`config.mk`:
```
export PLATFORM = sky130hd
export DESIGN_NAME = circular_list_engine_unit
export DESIGN_NICKNAME = d
export VERILOG_FILES = /design/src/rtl/core/cle_pkg.sv /design/src/rtl/core/cle_ram.sv /design/src/rtl/core/circular_list_engine_unit.sv
export SDC_FILE = /design/constraint.sdc
export NUM_CORES = 2
export LEC_CHECK = 0
export BUFFER_PORTS_ARGS = -buffer_cell sky130_fd_sc_hd__buf_2
export CORE_ASPECT_RATIO = 0.9
export CORE_MARGIN = 2
export CORE_UTILIZATION = 50
export CTS_CLUSTER_DIAMETER = 30
export DETAILED_ROUTE_END_ITERATION = 12
export PLACE_DENSITY = 0.66
export SYNTH_ARGS = -nofsm -noshare
export SYNTH_HDL_FRONTEND = slang
export SYNTH_SLANG_ARGS = --single-unit
```
`constraint.sdc`:
```
create_clock -name clk -period 8.9 [get_ports clk]
set_input_delay 1.78 -clock clk [delete_from_list [all_inputs] [get_ports clk]]
set_output_delay 1.78 -clock clk [all_outputs]
set_load 0.005 [all_outputs]
```
`src/rtl/core/cle_pkg.sv`:
```
// ----------------------------------------------------------------------------
// Circular list engine package
// Sizes, operation and status codes, sequencer states and the transfer
// structs shared by the circular list engine, its checker and its testbench.
// ----------------------------------------------------------------------------
package cle_pkg;

  // Number of list slots and the widths that follow from it.
  localparam int CAPACITY = 32;
  localparam int SLOT_W   = $clog2(CAPACITY);
  localparam int CNT_W    = $clog2(CAPACITY + 1);
  localparam int VALUE_W  = 32;

  typedef logic [SLOT_W-1:0] slot_t;
  typedef logic [CNT_W-1:0]  cnt_t;

  // Request operation codes.
  typedef enum logic [2:0] {
    OP_INS_AFTER_HEAD = 3'd0,
    OP_LIST_ALL       = 3'd1,
    OP_DEL_VALUE      = 3'd2,
    OP_SEARCH         = 3'd3,
    OP_INS_FRONT      = 3'd4,
    OP_INS_BACK       = 3'd5,
    OP_DEL_FRONT      = 3'd6,
    OP_DEL_BACK       = 3'd7
  } op_t;

  // Result status codes.
  typedef enum logic [2:0] {
    ST_DONE    = 3'd0,
    ST_FOUND   = 3'd1,
    ST_MISSING = 3'd2,
    ST_EMPTY   = 3'd3,
    ST_FULL    = 3'd4
  } status_t;

  // Sequencer states.
  typedef enum logic [2:0] {
    S_INIT,
    S_IDLE,
    S_INS_SLOT,
    S_INS_LINK,
    S_WALK
  } state_t;

  // One request.
  typedef struct packed {
    logic [2:0]                operation;
    logic signed [VALUE_W-1:0] value;
  } cle_in_t;

  // One result.
  typedef struct packed {
    status_t                   status;
    logic signed [VALUE_W-1:0] entry_value;
    logic                      last;
  } cle_out_t;

endpackage

```
`src/rtl/core/cle_ram.sv`:
```
// ----------------------------------------------------------------------------
// Generic single-port-write RAM
// One write port and one read port, read data registered. A read of the
// address being written in the same cycle returns the old contents.
// ----------------------------------------------------------------------------
module cle_ram #(
  parameter int WIDTH = 32,
  parameter int DEPTH = 32
) (
  input  logic                     clk,
  input  logic                     wr_en,
  input  logic [$clog2(DEPTH)-1:0] wr_addr,
  input  logic [WIDTH-1:0]         wr_data,
  input  logic [$clog2(DEPTH)-1:0] rd_addr,
  output logic [WIDTH-1:0]         rd_data
);

  logic [WIDTH-1:0] mem_r [DEPTH];
  logic [WIDTH-1:0] rd_data_r;

  // Write port.
  always_ff @(posedge clk) begin
    if (wr_en) begin
      mem_r[wr_addr] <= wr_data;
    end
  end

  // Registered read port.
  always_ff @(posedge clk) begin
    rd_data_r <= mem_r[rd_addr];
  end

  assign rd_data = rd_data_r;

endmodule

```
`src/rtl/core/circular_list_engine_unit.sv`:
```
// ----------------------------------------------------------------------------
// Circular list engine
// Keeps a bounded circular list of signed 32-bit values in slot memories
// (value, link) with a stack of free slots, and runs one list operation per
// request under a small sequencer that walks the links one read per cycle.
//
// Channel   Ports                        Transfer
// request   start, busy, in_item         start high while busy low
// result    out_valid, out_result        every cycle out_valid is high
//
// Timing: a full insert or a request on an empty list answers in the cycle
// after acceptance; an insert passes through S_INS_SLOT and S_INS_LINK;
// search, delete and list walk one linked entry per cycle, visiting at most
// CAPACITY entries, and list all gives one result per cycle, back to back.
// The link memory's registered read sets the walk rate.
// After reset the free-slot stack is filled with every slot index; busy
// stays high meanwhile. Results cannot be stalled by the receiver.
// ----------------------------------------------------------------------------
module circular_list_engine_unit
  import cle_pkg::*;
(
  input  logic     clk,
  input  logic     rst_n,
  input  logic     start,
  output logic     busy,
  input  cle_in_t  in_item,
  output logic     out_valid,
  output cle_out_t out_result
);

  // Control state.
  state_t state_r, state_nxt;
  slot_t  init_idx_r, init_idx_nxt;
  cnt_t   free_top_r, free_top_nxt;
  slot_t  head_r, head_nxt;
  slot_t  tail_r, tail_nxt;
  cnt_t   cnt_r, cnt_nxt;
  logic   out_valid_r, out_valid_nxt;

  // Request context and walk registers.
  op_t                       op_r, op_nxt;
  logic signed [VALUE_W-1:0] val_r, val_nxt;
  slot_t                     cur_r, cur_nxt;
  slot_t                     prev_r, prev_nxt;
  slot_t                     slot_r, slot_nxt;
  cnt_t                      step_r, step_nxt;
  cle_out_t                  out_result_r, out_result_nxt;

  // Memory ports.
  logic               fs_we;
  slot_t              fs_waddr, fs_wdata, fs_raddr, fs_rd;
  logic               lk_we;
  slot_t              lk_waddr, lk_wdata, lk_rd;
  logic               vl_we;
  slot_t              vl_waddr;
  logic [VALUE_W-1:0] vl_wdata, vl_rd;
  slot_t              mem_raddr;

  op_t  in_op;
  logic in_is_insert;
  logic is_last;
  logic hit;

  cle_ram #(.WIDTH(SLOT_W), .DEPTH(CAPACITY)) u_free_stack (
    .clk     (clk),
    .wr_en   (fs_we),
    .wr_addr (fs_waddr),
    .wr_data (fs_wdata),
    .rd_addr (fs_raddr),
    .rd_data (fs_rd)
  );

  cle_ram #(.WIDTH(SLOT_W), .DEPTH(CAPACITY)) u_link_store (
    .clk     (clk),
    .wr_en   (lk_we),
    .wr_addr (lk_waddr),
    .wr_data (lk_wdata),
    .rd_addr (mem_raddr),
    .rd_data (lk_rd)
  );

  cle_ram #(.WIDTH(VALUE_W), .DEPTH(CAPACITY)) u_value_store (
    .clk     (clk),
    .wr_en   (vl_we),
    .wr_addr (vl_waddr),
    .wr_data (vl_wdata),
    .rd_addr (mem_raddr),
    .rd_data (vl_rd)
  );

  assign busy      = (state_r != S_IDLE);
  assign out_valid = out_valid_r;
  assign out_result = out_result_r;

  assign in_op        = op_t'(in_item.operation);
  assign in_is_insert = in_op inside {OP_INS_AFTER_HEAD, OP_INS_FRONT, OP_INS_BACK};

  // The top of the free stack is read every cycle; it is used after an insert starts.
  assign fs_raddr = slot_t'(free_top_r - cnt_t'(1));

  // During a walk the next read follows the link just read.
  assign mem_raddr = (state_r == S_WALK) ? lk_rd : head_r;

  assign is_last = ((step_r + cnt_t'(1)) == cnt_r);

  // Match condition for the delete kinds: value, first entry or tail entry.
  always_comb begin
    case (op_r) inside
      OP_DEL_VALUE: hit = (vl_rd == val_r);
      OP_DEL_FRONT: hit = 1'b1;
      default:      hit = is_last;
    endcase
  end

  // Sequencer: next state, list updates and result.
  always_comb begin
    state_nxt      = state_r;
    init_idx_nxt   = init_idx_r;
    free_top_nxt   = free_top_r;
    head_nxt       = head_r;
    tail_nxt       = tail_r;
    cnt_nxt        = cnt_r;
    out_valid_nxt  = 1'b0;
    op_nxt         = op_r;
    val_nxt        = val_r;
    cur_nxt        = cur_r;
    prev_nxt       = prev_r;
    slot_nxt       = slot_r;
    step_nxt       = step_r;
    out_result_nxt = out_result_r;
    fs_we          = 1'b0;
    fs_waddr       = free_top_r[SLOT_W-1:0];
    fs_wdata       = cur_r;
    lk_we          = 1'b0;
    lk_waddr       = prev_r;
    lk_wdata       = lk_rd;
    vl_we          = 1'b0;
    vl_waddr       = fs_rd;
    vl_wdata       = val_r;

    unique case (state_r)
      // Fill the free stack with every slot index.
      S_INIT: begin
        fs_we        = 1'b1;
        fs_waddr     = init_idx_r;
        fs_wdata     = init_idx_r;
        init_idx_nxt = init_idx_r + slot_t'(1);
        if (init_idx_r == slot_t'(CAPACITY - 1)) begin
          state_nxt = S_IDLE;
        end
      end

      // Take a request; answer full and empty cases at once.
      S_IDLE: begin
        if (start) begin
          op_nxt   = in_op;
          val_nxt  = in_item.value;
          cur_nxt  = head_r;
          prev_nxt = tail_r;
          step_nxt = '0;
          if (in_is_insert) begin
            if (cnt_r == cnt_t'(CAPACITY)) begin
              out_valid_nxt              = 1'b1;
              out_result_nxt.status      = ST_FULL;
              out_result_nxt.entry_value = '0;
              out_result_nxt.last        = 1'b1;
            end else begin
              free_top_nxt = free_top_r - cnt_t'(1);
              state_nxt    = S_INS_SLOT;
            end
          end else if (cnt_r == '0) begin
            out_valid_nxt              = 1'b1;
            out_result_nxt.status      = ST_EMPTY;
            out_result_nxt.entry_value = '0;
            out_result_nxt.last        = 1'b1;
          end else begin
            state_nxt = S_WALK;
          end
        end
      end

      // Popped slot is known: store the value and the new entry's link.
      S_INS_SLOT: begin
        slot_nxt = fs_rd;
        vl_we    = 1'b1;
        vl_waddr = fs_rd;
        vl_wdata = val_r;
        lk_we    = 1'b1;
        lk_waddr = fs_rd;
        if (cnt_r == '0) begin
          lk_wdata = fs_rd;
        end else if (op_r == OP_INS_AFTER_HEAD) begin
          lk_wdata = lk_rd;
        end else begin
          lk_wdata = head_r;
        end
        state_nxt = S_INS_LINK;
      end

      // Hook the new entry into the ring and finish the insert.
      S_INS_LINK: begin
        if (cnt_r == '0) begin
          head_nxt = slot_r;
          tail_nxt = slot_r;
          cnt_nxt  = cnt_t'(1);
        end else begin
          lk_we    = 1'b1;
          lk_wdata = slot_r;
          cnt_nxt  = cnt_r + cnt_t'(1);
          if (op_r == OP_INS_AFTER_HEAD) begin
            lk_waddr = head_r;
            if (head_r == tail_r) begin
              tail_nxt = slot_r;
            end
          end else begin
            lk_waddr = tail_r;
            if (op_r == OP_INS_FRONT) begin
              head_nxt = slot_r;
            end else begin
              tail_nxt = slot_r;
            end
          end
        end
        out_valid_nxt              = 1'b1;
        out_result_nxt.status      = ST_DONE;
        out_result_nxt.entry_value = '0;
        out_result_nxt.last        = 1'b1;
        state_nxt                  = S_IDLE;
      end

      // One linked entry per cycle: value and link of cur_r are on the read ports.
      S_WALK: begin
        cur_nxt  = lk_rd;
        prev_nxt = cur_r;
        step_nxt = step_r + cnt_t'(1);
        out_result_nxt.entry_value = '0;
        out_result_nxt.last        = 1'b1;
        case (op_r) inside
          OP_LIST_ALL: begin
            out_valid_nxt              = 1'b1;
            out_result_nxt.status      = ST_DONE;
            out_result_nxt.entry_value = vl_rd;
            out_result_nxt.last        = is_last;
            if (is_last) begin
              state_nxt = S_IDLE;
            end
          end

          OP_SEARCH: begin
            if (vl_rd == val_r) begin
              out_valid_nxt         = 1'b1;
              out_result_nxt.status = ST_FOUND;
              state_nxt             = S_IDLE;
            end else if (is_last) begin
              out_valid_nxt         = 1'b1;
              out_result_nxt.status = ST_MISSING;
              state_nxt             = S_IDLE;
            end
          end

          OP_DEL_VALUE, OP_DEL_FRONT, OP_DEL_BACK: begin
            if (hit) begin
              // Release the slot onto the free stack.
              fs_we        = 1'b1;
              fs_waddr     = free_top_r[SLOT_W-1:0];
              fs_wdata     = cur_r;
              free_top_nxt = free_top_r + cnt_t'(1);
              if (step_r == '0) begin
                // Removing the head entry.
                if (cnt_r == cnt_t'(1)) begin
                  cnt_nxt  = '0;
                  head_nxt = '0;
                  tail_nxt = '0;
                end else begin
                  head_nxt = lk_rd;
                  lk_we    = 1'b1;
                  lk_waddr = tail_r;
                  lk_wdata = lk_rd;
                  cnt_nxt  = cnt_r - cnt_t'(1);
                end
              end else begin
                // Removing an entry after its predecessor.
                lk_we    = 1'b1;
                lk_waddr = prev_r;
                lk_wdata = lk_rd;
                cnt_nxt  = cnt_r - cnt_t'(1);
                if (cur_r == tail_r) begin
                  tail_nxt = prev_r;
                end
              end
              out_valid_nxt         = 1'b1;
              out_result_nxt.status = ST_DONE;
              state_nxt             = S_IDLE;
            end else if (is_last) begin
              out_valid_nxt         = 1'b1;
              out_result_nxt.status = ST_MISSING;
              state_nxt             = S_IDLE;
            end
          end

          default: begin
            state_nxt = S_IDLE;
          end
        endcase
      end

      default: begin
        state_nxt = S_IDLE;
      end
    endcase
  end

  // Control registers.
  always_ff @(posedge clk) begin
    if (!rst_n) begin
      state_r     <= S_INIT;
      init_idx_r  <= '0;
      free_top_r  <= cnt_t'(CAPACITY);
      head_r      <= '0;
      tail_r      <= '0;
      cnt_r       <= '0;
      out_valid_r <= 1'b0;
    end else begin
      state_r     <= state_nxt;
      init_idx_r  <= init_idx_nxt;
      free_top_r  <= free_top_nxt;
      head_r      <= head_nxt;
      tail_r      <= tail_nxt;
      cnt_r       <= cnt_nxt;
      out_valid_r <= out_valid_nxt;
    end
  end

  // Request context and result payload.
  always_ff @(posedge clk) begin
    op_r         <= op_nxt;
    val_r        <= val_nxt;
    cur_r        <= cur_nxt;
    prev_r       <= prev_nxt;
    slot_r       <= slot_nxt;
    step_r       <= step_nxt;
    out_result_r <= out_result_nxt;
  end

`ifndef SYNTHESIS
  // Between requests every slot is either free or holds an entry.
  a_slot_balance: assert property (@(posedge clk) disable iff (!rst_n)
    (state_r == S_IDLE) |->
      (({1'b0, free_top_r} + {1'b0, cnt_r}) == (CNT_W + 1)'(CAPACITY)))
    else $error("free slots and entries do not add up to the capacity");

  // A walk never visits more entries than the list holds.
  a_walk_bound: assert property (@(posedge clk) disable iff (!rst_n)
    (state_r == S_WALK) |-> (step_r < cnt_r))
    else $error("list walk ran past the entry count");

  // Every result with a status other than done carries the last mark.
  a_last_on_status: assert property (@(posedge clk) disable iff (!rst_n)
    (out_valid_r && (out_result_r.status != ST_DONE)) |-> out_result_r.last)
    else $error("non-list result without last mark");

  // Listed entries come back to back until the last one.
  a_list_streams: assert property (@(posedge clk) disable iff (!rst_n)
    (out_valid_r && !out_result_r.last) |-> (busy ##1 out_valid_r))
    else $error("list transfer interrupted before last entry");

  // No result is produced during the free-stack fill.
  a_no_result_in_init: assert property (@(posedge clk) disable iff (!rst_n)
    (state_r == S_INIT) |=> !out_valid_r)
    else $error("result during free-stack fill");
`endif

endmodule

```
* Yosys cells after proc, flatten, opt, wreduce, memory -nomap -nowiden
Memory sizes are Yosys's and may differ from the RTL's. A register that Yosys moved wholly into a read port is not among the register bits.
Index checks and enable logic that the tools add are counted.
** Operators by class
- Reduce and logical (&&, ||, !) cells :: 19
- Multiply operators :: 0
- Order comparisons :: 0
- Shift-type cells :: 0
- Add/sub/neg operators :: 6
- Mux-type cells :: 117
- Equality and inequality tests :: 40
- Divide/modulo/power cells :: 0
- Bitwise operators :: 0
** Operators by type and width (count)
- 5-bit two-way mux :: 36
- 36-bit two-way mux :: 4
- 36-bit case mux with 3 select lines :: 1
- 6-bit two-way mux :: 15
- 3-bit two-way mux :: 17
- 5-bit case mux with 2 select lines :: 5
- 6-bit case mux with 2 select lines :: 3
- 33-bit two-way mux :: 1
- 32-bit == test :: 1
- 1-bit two-way mux :: 30
- 6-bit by 1-bit adder with 6-bit output, second input constant :: 3
- 3-bit == test, second input constant :: 6
- 3-bit inequality test, second input constant :: 6
- 8-bit AND reduction :: 2
- 5-bit case mux with 3 select lines :: 1
- 2-bit inequality test, second input constant :: 7
- 3-bit by 2-bit == test with 1-bit output, second input constant :: 4
- 6-bit zero test :: 2
- 3-bit case mux with 4 select lines :: 1
- 6-bit by 1-bit subtractor with 6-bit output, second input constant :: 2
- 5-bit == test :: 2
- 5-bit AND reduction :: 2
- 3-bit zero test :: 3
- 9-bit AND reduction :: 1
- 18 further kinds :: 27
** Word-level totals
- Bits in writable memories :: 1344
- Memories kept :: 3
- Word-level logic and storage cells :: 201
- Output and inout bits :: 38
- Bits in latches :: 0
- Register bits after elaboration :: 123
- Memory bits (read-only) :: 0
** Memory list
- u_value_store.mem_r :: words 32, width 32, read ports 1, clocked after Yosys merged registers in 1, wr ports 1, line cle_ram.sv:18 : logic [WIDTH-1:0] mem_r [DEPTH];
- u_free_stack.mem_r :: words 32, width 5, read ports 1, clocked after Yosys merged registers in 1, wr ports 1, line cle_ram.sv:18
- u_link_store.mem_r :: words 32, width 5, read ports 1, clocked after Yosys merged registers in 1, wr ports 1, line cle_ram.sv:18

* Longest topological paths before layout
- Depth in word-level cells :: 11
- Depth in mapped cells :: 12
- Gate-level depth less buffers :: 10

* Cells and area by module
From an unflattened synthesis, not the netlist that was laid out.
** Unflattened totals
- Cells, all modules :: 3440
- Area total of the unflattened synthesis :: 59677.2 µm²
** Modules (own cells, without submodules)
- cle_ram at u_value_store :: cells each 2260, area each 40492.6 µm², seq. area each 31390.1 µm², times used 1
- cle_ram at u_free_stack ... :: cells each 277, area each 6344.8 µm², seq. area each 4904.7 µm², times used 2
- circular_list_engine_unit :: cells each 626, area each 6495.0 µm², seq. area each 3363.2 µm², times used 1

* Worst setup path after synthesis
OpenSTA, ideal clock, no wires.
- Path type :: input to register
- From :: in in_item[34] (netlist bit)
- To :: reg out_result_r (netlist bit out_result[33]) (enable)
- Slack :: 4.799 ns
- Arrival time :: 3.796 ns
- Buffers on the path :: 0
- Cell stages on the path :: 7
- Required time :: 8.595 ns
- Library setup time :: 0.305 ns
- Path through :: inv_1 > a21oi_1 > xnor2_1 > nand2_1 > o21ai_0 > nand2b_1 > o31a_1
** Between the ends
- Longest elaborated chain between the ends :: 4
- Elaborated cells on any way between the ends :: 7
- Those cells by class :: eq/ne: 4; reduce/logical: 3
** RTL lines
- start: declaration :: line circular_list_engine_unit.sv:26 : input cle_in_t in_item,
- 3-bit == test or 3-bit zero test (tied branches) :: line circular_list_engine_unit.sv:96 : assign in_is_insert = in_op inside {OP_INS_AFTER_HEAD, OP_INS_FRONT, OP_INS_BACK};
- 3-bit nonzero test (*) :: line circular_list_engine_unit.sv:96
- 3-bit inequality test (no source line)
- 5-bit AND reduction (no source line) (*)
- end signal: assignment :: line circular_list_engine_unit.sv:342 : out_result_r <= out_result_nxt;
- end: declaration :: line circular_list_engine_unit.sv:47 : cle_out_t out_result_r, out_result_nxt;
Every way passes the cells marked *; elsewhere a longest branch is shown, timed or not.
A chain may end at the register's enable or synchronous reset.

* Worst setup path after layout
- From :: reg state_r[0]
- To :: reg u_link_store.rd_data_r[3] (netlist: u_link_store.rd_data[3]), read port of u_link_store.mem_r
** Between the ends
- Longest elaborated chain between the ends :: 2
** RTL lines
- start: declaration :: line circular_list_engine_unit.sv:32 : state_t state_r, state_nxt;
- start signal: assignment :: line circular_list_engine_unit.sv:324 : state_r <= state_nxt;
- 3-bit == test :: line circular_list_engine_unit.sv:102 : assign mem_raddr = (state_r == S_WALK) ? lk_rd : head_r;
- 5-bit two-way mux :: line circular_list_engine_unit.sv:102
- end: declaration :: line cle_ram.sv:19 : logic [WIDTH-1:0] rd_data_r;
No other way between the ends.

==> results.md <==
- The number of filler cells placed in the layout is 8287.
- The count of boundary I/O pins is 76.
- In this run, the number of DRC markers left after iteration 0 of detailed routing was 4843.
- Leaving out fill and tap cells, the most frequent cells in the layout are edfxtp_1 (1436), nand2_1 (431), mux4_2 (346).
- Hold repair after CTS inserted 0 buffers.
- The origin of the critical flop-to-flop path is state_r[0].
- The clock tree from TritonCTS is yes.
- Buffers added to address setup during post-CTS repair amount to 0.
- The post-detailed-route via-to-cell ratio is 6.13.
- The total area inside the core boundary comes to 0.119 mm^2.
- The sink of the worst hold path is init_idx_r[4].
- In this run the power density over the cells is 262 mW/mm^2.
- Of all nets on the critical path, the largest fanout is 148.
- Global routing consumed, over all layers together, 24.9% of the routing resources.
- The switching portion of total power is 19.3%.
- After routing, the total negative slack on setup checks comes to 0 ns.
- Clock-pin slew was measured on the worst setup and hold paths at 0.05 ns.
- Summed over all layers, the routed wires come to 152 mm.
- The time the worst path needs with I/O delays and setup is 4.91 ns.
- The count of nets left with antenna violations once routing finished came out at 0.
- The gate family responsible for the most delay along the worst path is buffers and inverters.
- The run finished with clean final reports.
- The type of element launching the critical path is a flop.
- The global placement routability congestion is 0.832.
- The number of buffers added on ports is 75.
- The register bit total from synthesis is 1508.
- The detailed-router iteration count before antenna repair is 6.
- The number of vias in the routed layout is 32600.
- CTS placed an instance of clkbuf_16 at the clock tree root.
- The worst hold path was traced through 2 stages.
- The net count of the finished layout is 3566.
- The layout overhead on the synthesized area is 21.0%.
- Measured against its own limit, the worst slew margin works out to 17.9%.
- The count of cells along the worst register-to-register path is 10.
- Of the cells placed in the final design, the portion with a size suffix greater than 1 is 27.9%.
- The worst-case register-to-register setup slack is 3.99 ns.
- For the pin with the worst max-slew slack, the measured transition is 1.22 ns.
- Detailed placement finished with a half-perimeter wire length of 77.3 mm.
- The max-slew violation total from the final report came to 0.
- The number of enable-type register cells in the synthesized netlist is 1436.
- Row generation in the floorplan step produced 120 rows.
- The worst setup path is captured at a flop.
- The die covers 0.122 mm^2.
- For the worst setup path, the data required time is 9.63 ns.
- Among all flip-flop cells after synthesis, the most frequent one is edfxtp_1.
- The initial antenna violation count is 3.
- The via count of the first global-routing pass is 33200.
- The share of power burned in combinational logic is 0.3%.
- Leaving out fill and tap cells, the most frequent cell in the layout is edfxtp_1.
- The count of cell types in the netlist is 68.
- The class of the tightest hold or removal check is flop to flop.
- CTS built an H-tree with a depth of 5.
- The count of yosys warnings during synthesis is 0.
- The clock network power share is 59.0%.
- The post-cts repair resize count is 0.
- The endpoint identified for the worst register-to-register timing path is u_link_store.rd_data[3].
- The peak clock frequency supported by timing is 0.204 GHz.
- The count of maximum capacitance violations is 0.
- The number of antenna cells inserted is 0.
- The clock reaches the later pin of the worst-skew pair after 0.88 ns.
- The share of async-settable or async-resettable flops after synthesis is 0%.
- The area of the mapped netlist is 0.0596 mm^2.
- After routing the design area is 0.0721 mm^2.
- The total nets after synthesis is 3294.
- The cell area reported after detailed placement is 0.0620 mm^2.
- Summed over all layers, the global routing overflow is 0.
- The maximum number of pins on one net before global-route repair is 164.
- The leakage power total is 0.0241 uW.
- The first global-routing pass estimated 223 mm of wire.
- The die extent in x is 368 um.
- After layout, the worst path uses 55.2% of the clock period.
- The startpoint identified for the worst hold timing path is init_idx_r[4].
- Walking the worst path, the cells encountered are or3b_2, buf_4, mux2i_4, buf_12, inv_8, buf_4, nand2_1, and3_1, a311oi_1, a31o_2.
- The tree built by TritonCTS fans out to 1508 sinks.
- For this run, the slowest stage of the critical path takes 0.96 ns.
- At the worst endpoint, the arrival time is 5.64 ns.
- The mean instance size in the synthesized netlist is 18.3 um^2.
- The number of remaining DRC errors is 0.
- Setup repair after global routing left no endpoint under its margin.
- The number of instances in the synthesized netlist is 3247.
- Once the floorplan was initialized, standard cells occupied 50.2% of the core.
- The net switching power of the design is 3660 uW.
- The number of placed instances, taps included, is 4805.
- The cell repeated most along the worst path is buf_4.
- The worst setup path is of the flop to flop kind.
- Excluding fillers, the count of instances in the completed layout stands at 5324.
- Setup violations remaining at the end of the flow were counted as 0.
- The worst clock skew is 0.0712 ns.
- The highest-delay cell along the critical path is dfxtp_1.
- The sequential share of the synthesized area is 74.8%.
- The share of total power dissipated in sequential elements is 40.7%.
- The internal power component is 15300 uW.
- The hold violation total from the final report is 0.
- The sum of buffers and inverters on the critical path is 4.
- The average wire per standard cell is 28.5 um.
- The worst-case IR drop observed on VDD is 0.225 mV.
- Buffers inserted during clock tree synthesis total 298.
- In this run the deepest clock path goes through 4 buffers.
- From bottom edge to top edge, the die measures 331 um.
-- how the worst max path moves through the flow --
stage / from / endpoint / slack [ns] / cells after the start
finish: state_r[0] / u_link_store.rd_data[3] / 3.99 / 10
global route: val_r[8] / u_link_store.mem_r[9][1] / 3.83 / 9
global placement: state_r[0] / u_link_store.rd_data[3] / 4.33 / 10
floorplan: in_item[34] / out_result[33] / 4.80 / 7
detailed placement: state_r[0] / u_link_store.rd_data[3] / 4.16 / 10
CTS: state_r[0] / u_link_store.rd_data[3] / 4.15 / 10
-- per-layer routing --
metal / vias to the layer above / wire [um] / GRT usage (%)
li1: 13500 / - / -
met4: 0 / 4000 / 7.73
met1: 17000 / 62400 / 36.4
met5: - / 0 / 0
met3: 311 / 14400 / 4.92
met2: 1824 / 71100 / 38.2
-- Yosys cell counts (9+ instances only) --
master	count	share of area, %
buf_4	26	0.33
nand3_1	207	1.7
mux4_2	346	13
nand4_1	10	0.11
and2_1	40	0.42
a31oi_1	15	0.16
inv_1	27	0.17
nand2_1	431	2.7
nor2b_1	11	0.12
a22o_1	11	0.16
or3_1	9	0.095
buf_2	42	0.35
a21oi_1	24	0.20
edfxtp_1	1436	72
xor2_1	11	0.16
dfxtp_1	72	2.4
nand2b_1	13	0.14
clkbuf_1	84	0.53
nor3_1	28	0.24
buf_6	10	0.19
o22ai_1	23	0.24
o21ai_0	58	0.49
mux2i_1	17	0.29
nor2_1	120	0.76
ha_1	9	0.19
buf_1	18	0.11
xnor2_1	54	0.79
-- layout make-up --
class | count | area (um^2) | area share [%]
timing repair buffer | 154 | 1010 | 1.40
clock buffer | 339 | 7770 | 10.8
tap | 1586 | 1980 | 2.75
multi-input combinational | 1530 | 14300 | 19.9
inverter | 27 | 110 | 0.153
clock inverter | 180 | 2290 | 3.18
sequential | 1508 | 44600 | 61.8
-- cell families (layout without fill, tap and decap cells) --
group	Yosys count	after routing	share of synthesized area, %
DFF	1508	1508	74.8
AOI/OAI and AO/OA	183	183	2.06
xor gates and xnor gates	66	66	0.983
and+or+nand+nor	903	903	6.77
buffers and inverters	209	700	1.70
muxes	369	369	13.5
adders and majority gates	9	9	0.189
-- worst reg2reg max path: stages (launching register included) --
cell,delay (ns)
dfxtp_1,0.96
or3b_2,0.32
buf_4,0.57
mux2i_4,0.38
buf_12,0.69
inv_8,0.63
buf_4,0.56
nand2_1,0.21
and3_1,0.16
a311oi_1,0.06
a31o_2,0.27
-- power by group through the flow --
stage,logic [uW],registers (uW),clock network [uW]
floorplan,23.1,7830,0
global placement,48.4,7830,0
detailed placement,50.6,7830,0
CTS,50.9,7700,11300
global route,55.6,7690,11600
finish,51.0,7700,11200
-- through the flow --
step / power [uW] / util, % / setup WS (ns) / hold slack [ns]
5_1_grt: 19400 / 60.8 / 3.83 / 0.555
4_1_cts: 19000 / 60.8 / 4.15 / 0.535
3_5_place_dp: 7880 / 52.3 / 4.16 / 0.510
6_report: 18900 / 60.8 / 3.99 / 0.537
3_3_place_gp: 7880 / 52.3 / 4.33 / 0.501
2_1_floorplan: 7850 / - / 4.80 / 0.406
-- registers in the layout, summed over array words and instances (netlist names), 6 cells and up --
signal,count
step_r,6
u_link_store.mem_r,160
out_result,36
u_value_store.mem_r,1024
val_r,32
u_free_stack.mem_r,160
cnt_r,6
u_value_store.rd_data,32
Note: power is estimated with default switching activity, not from simulation.
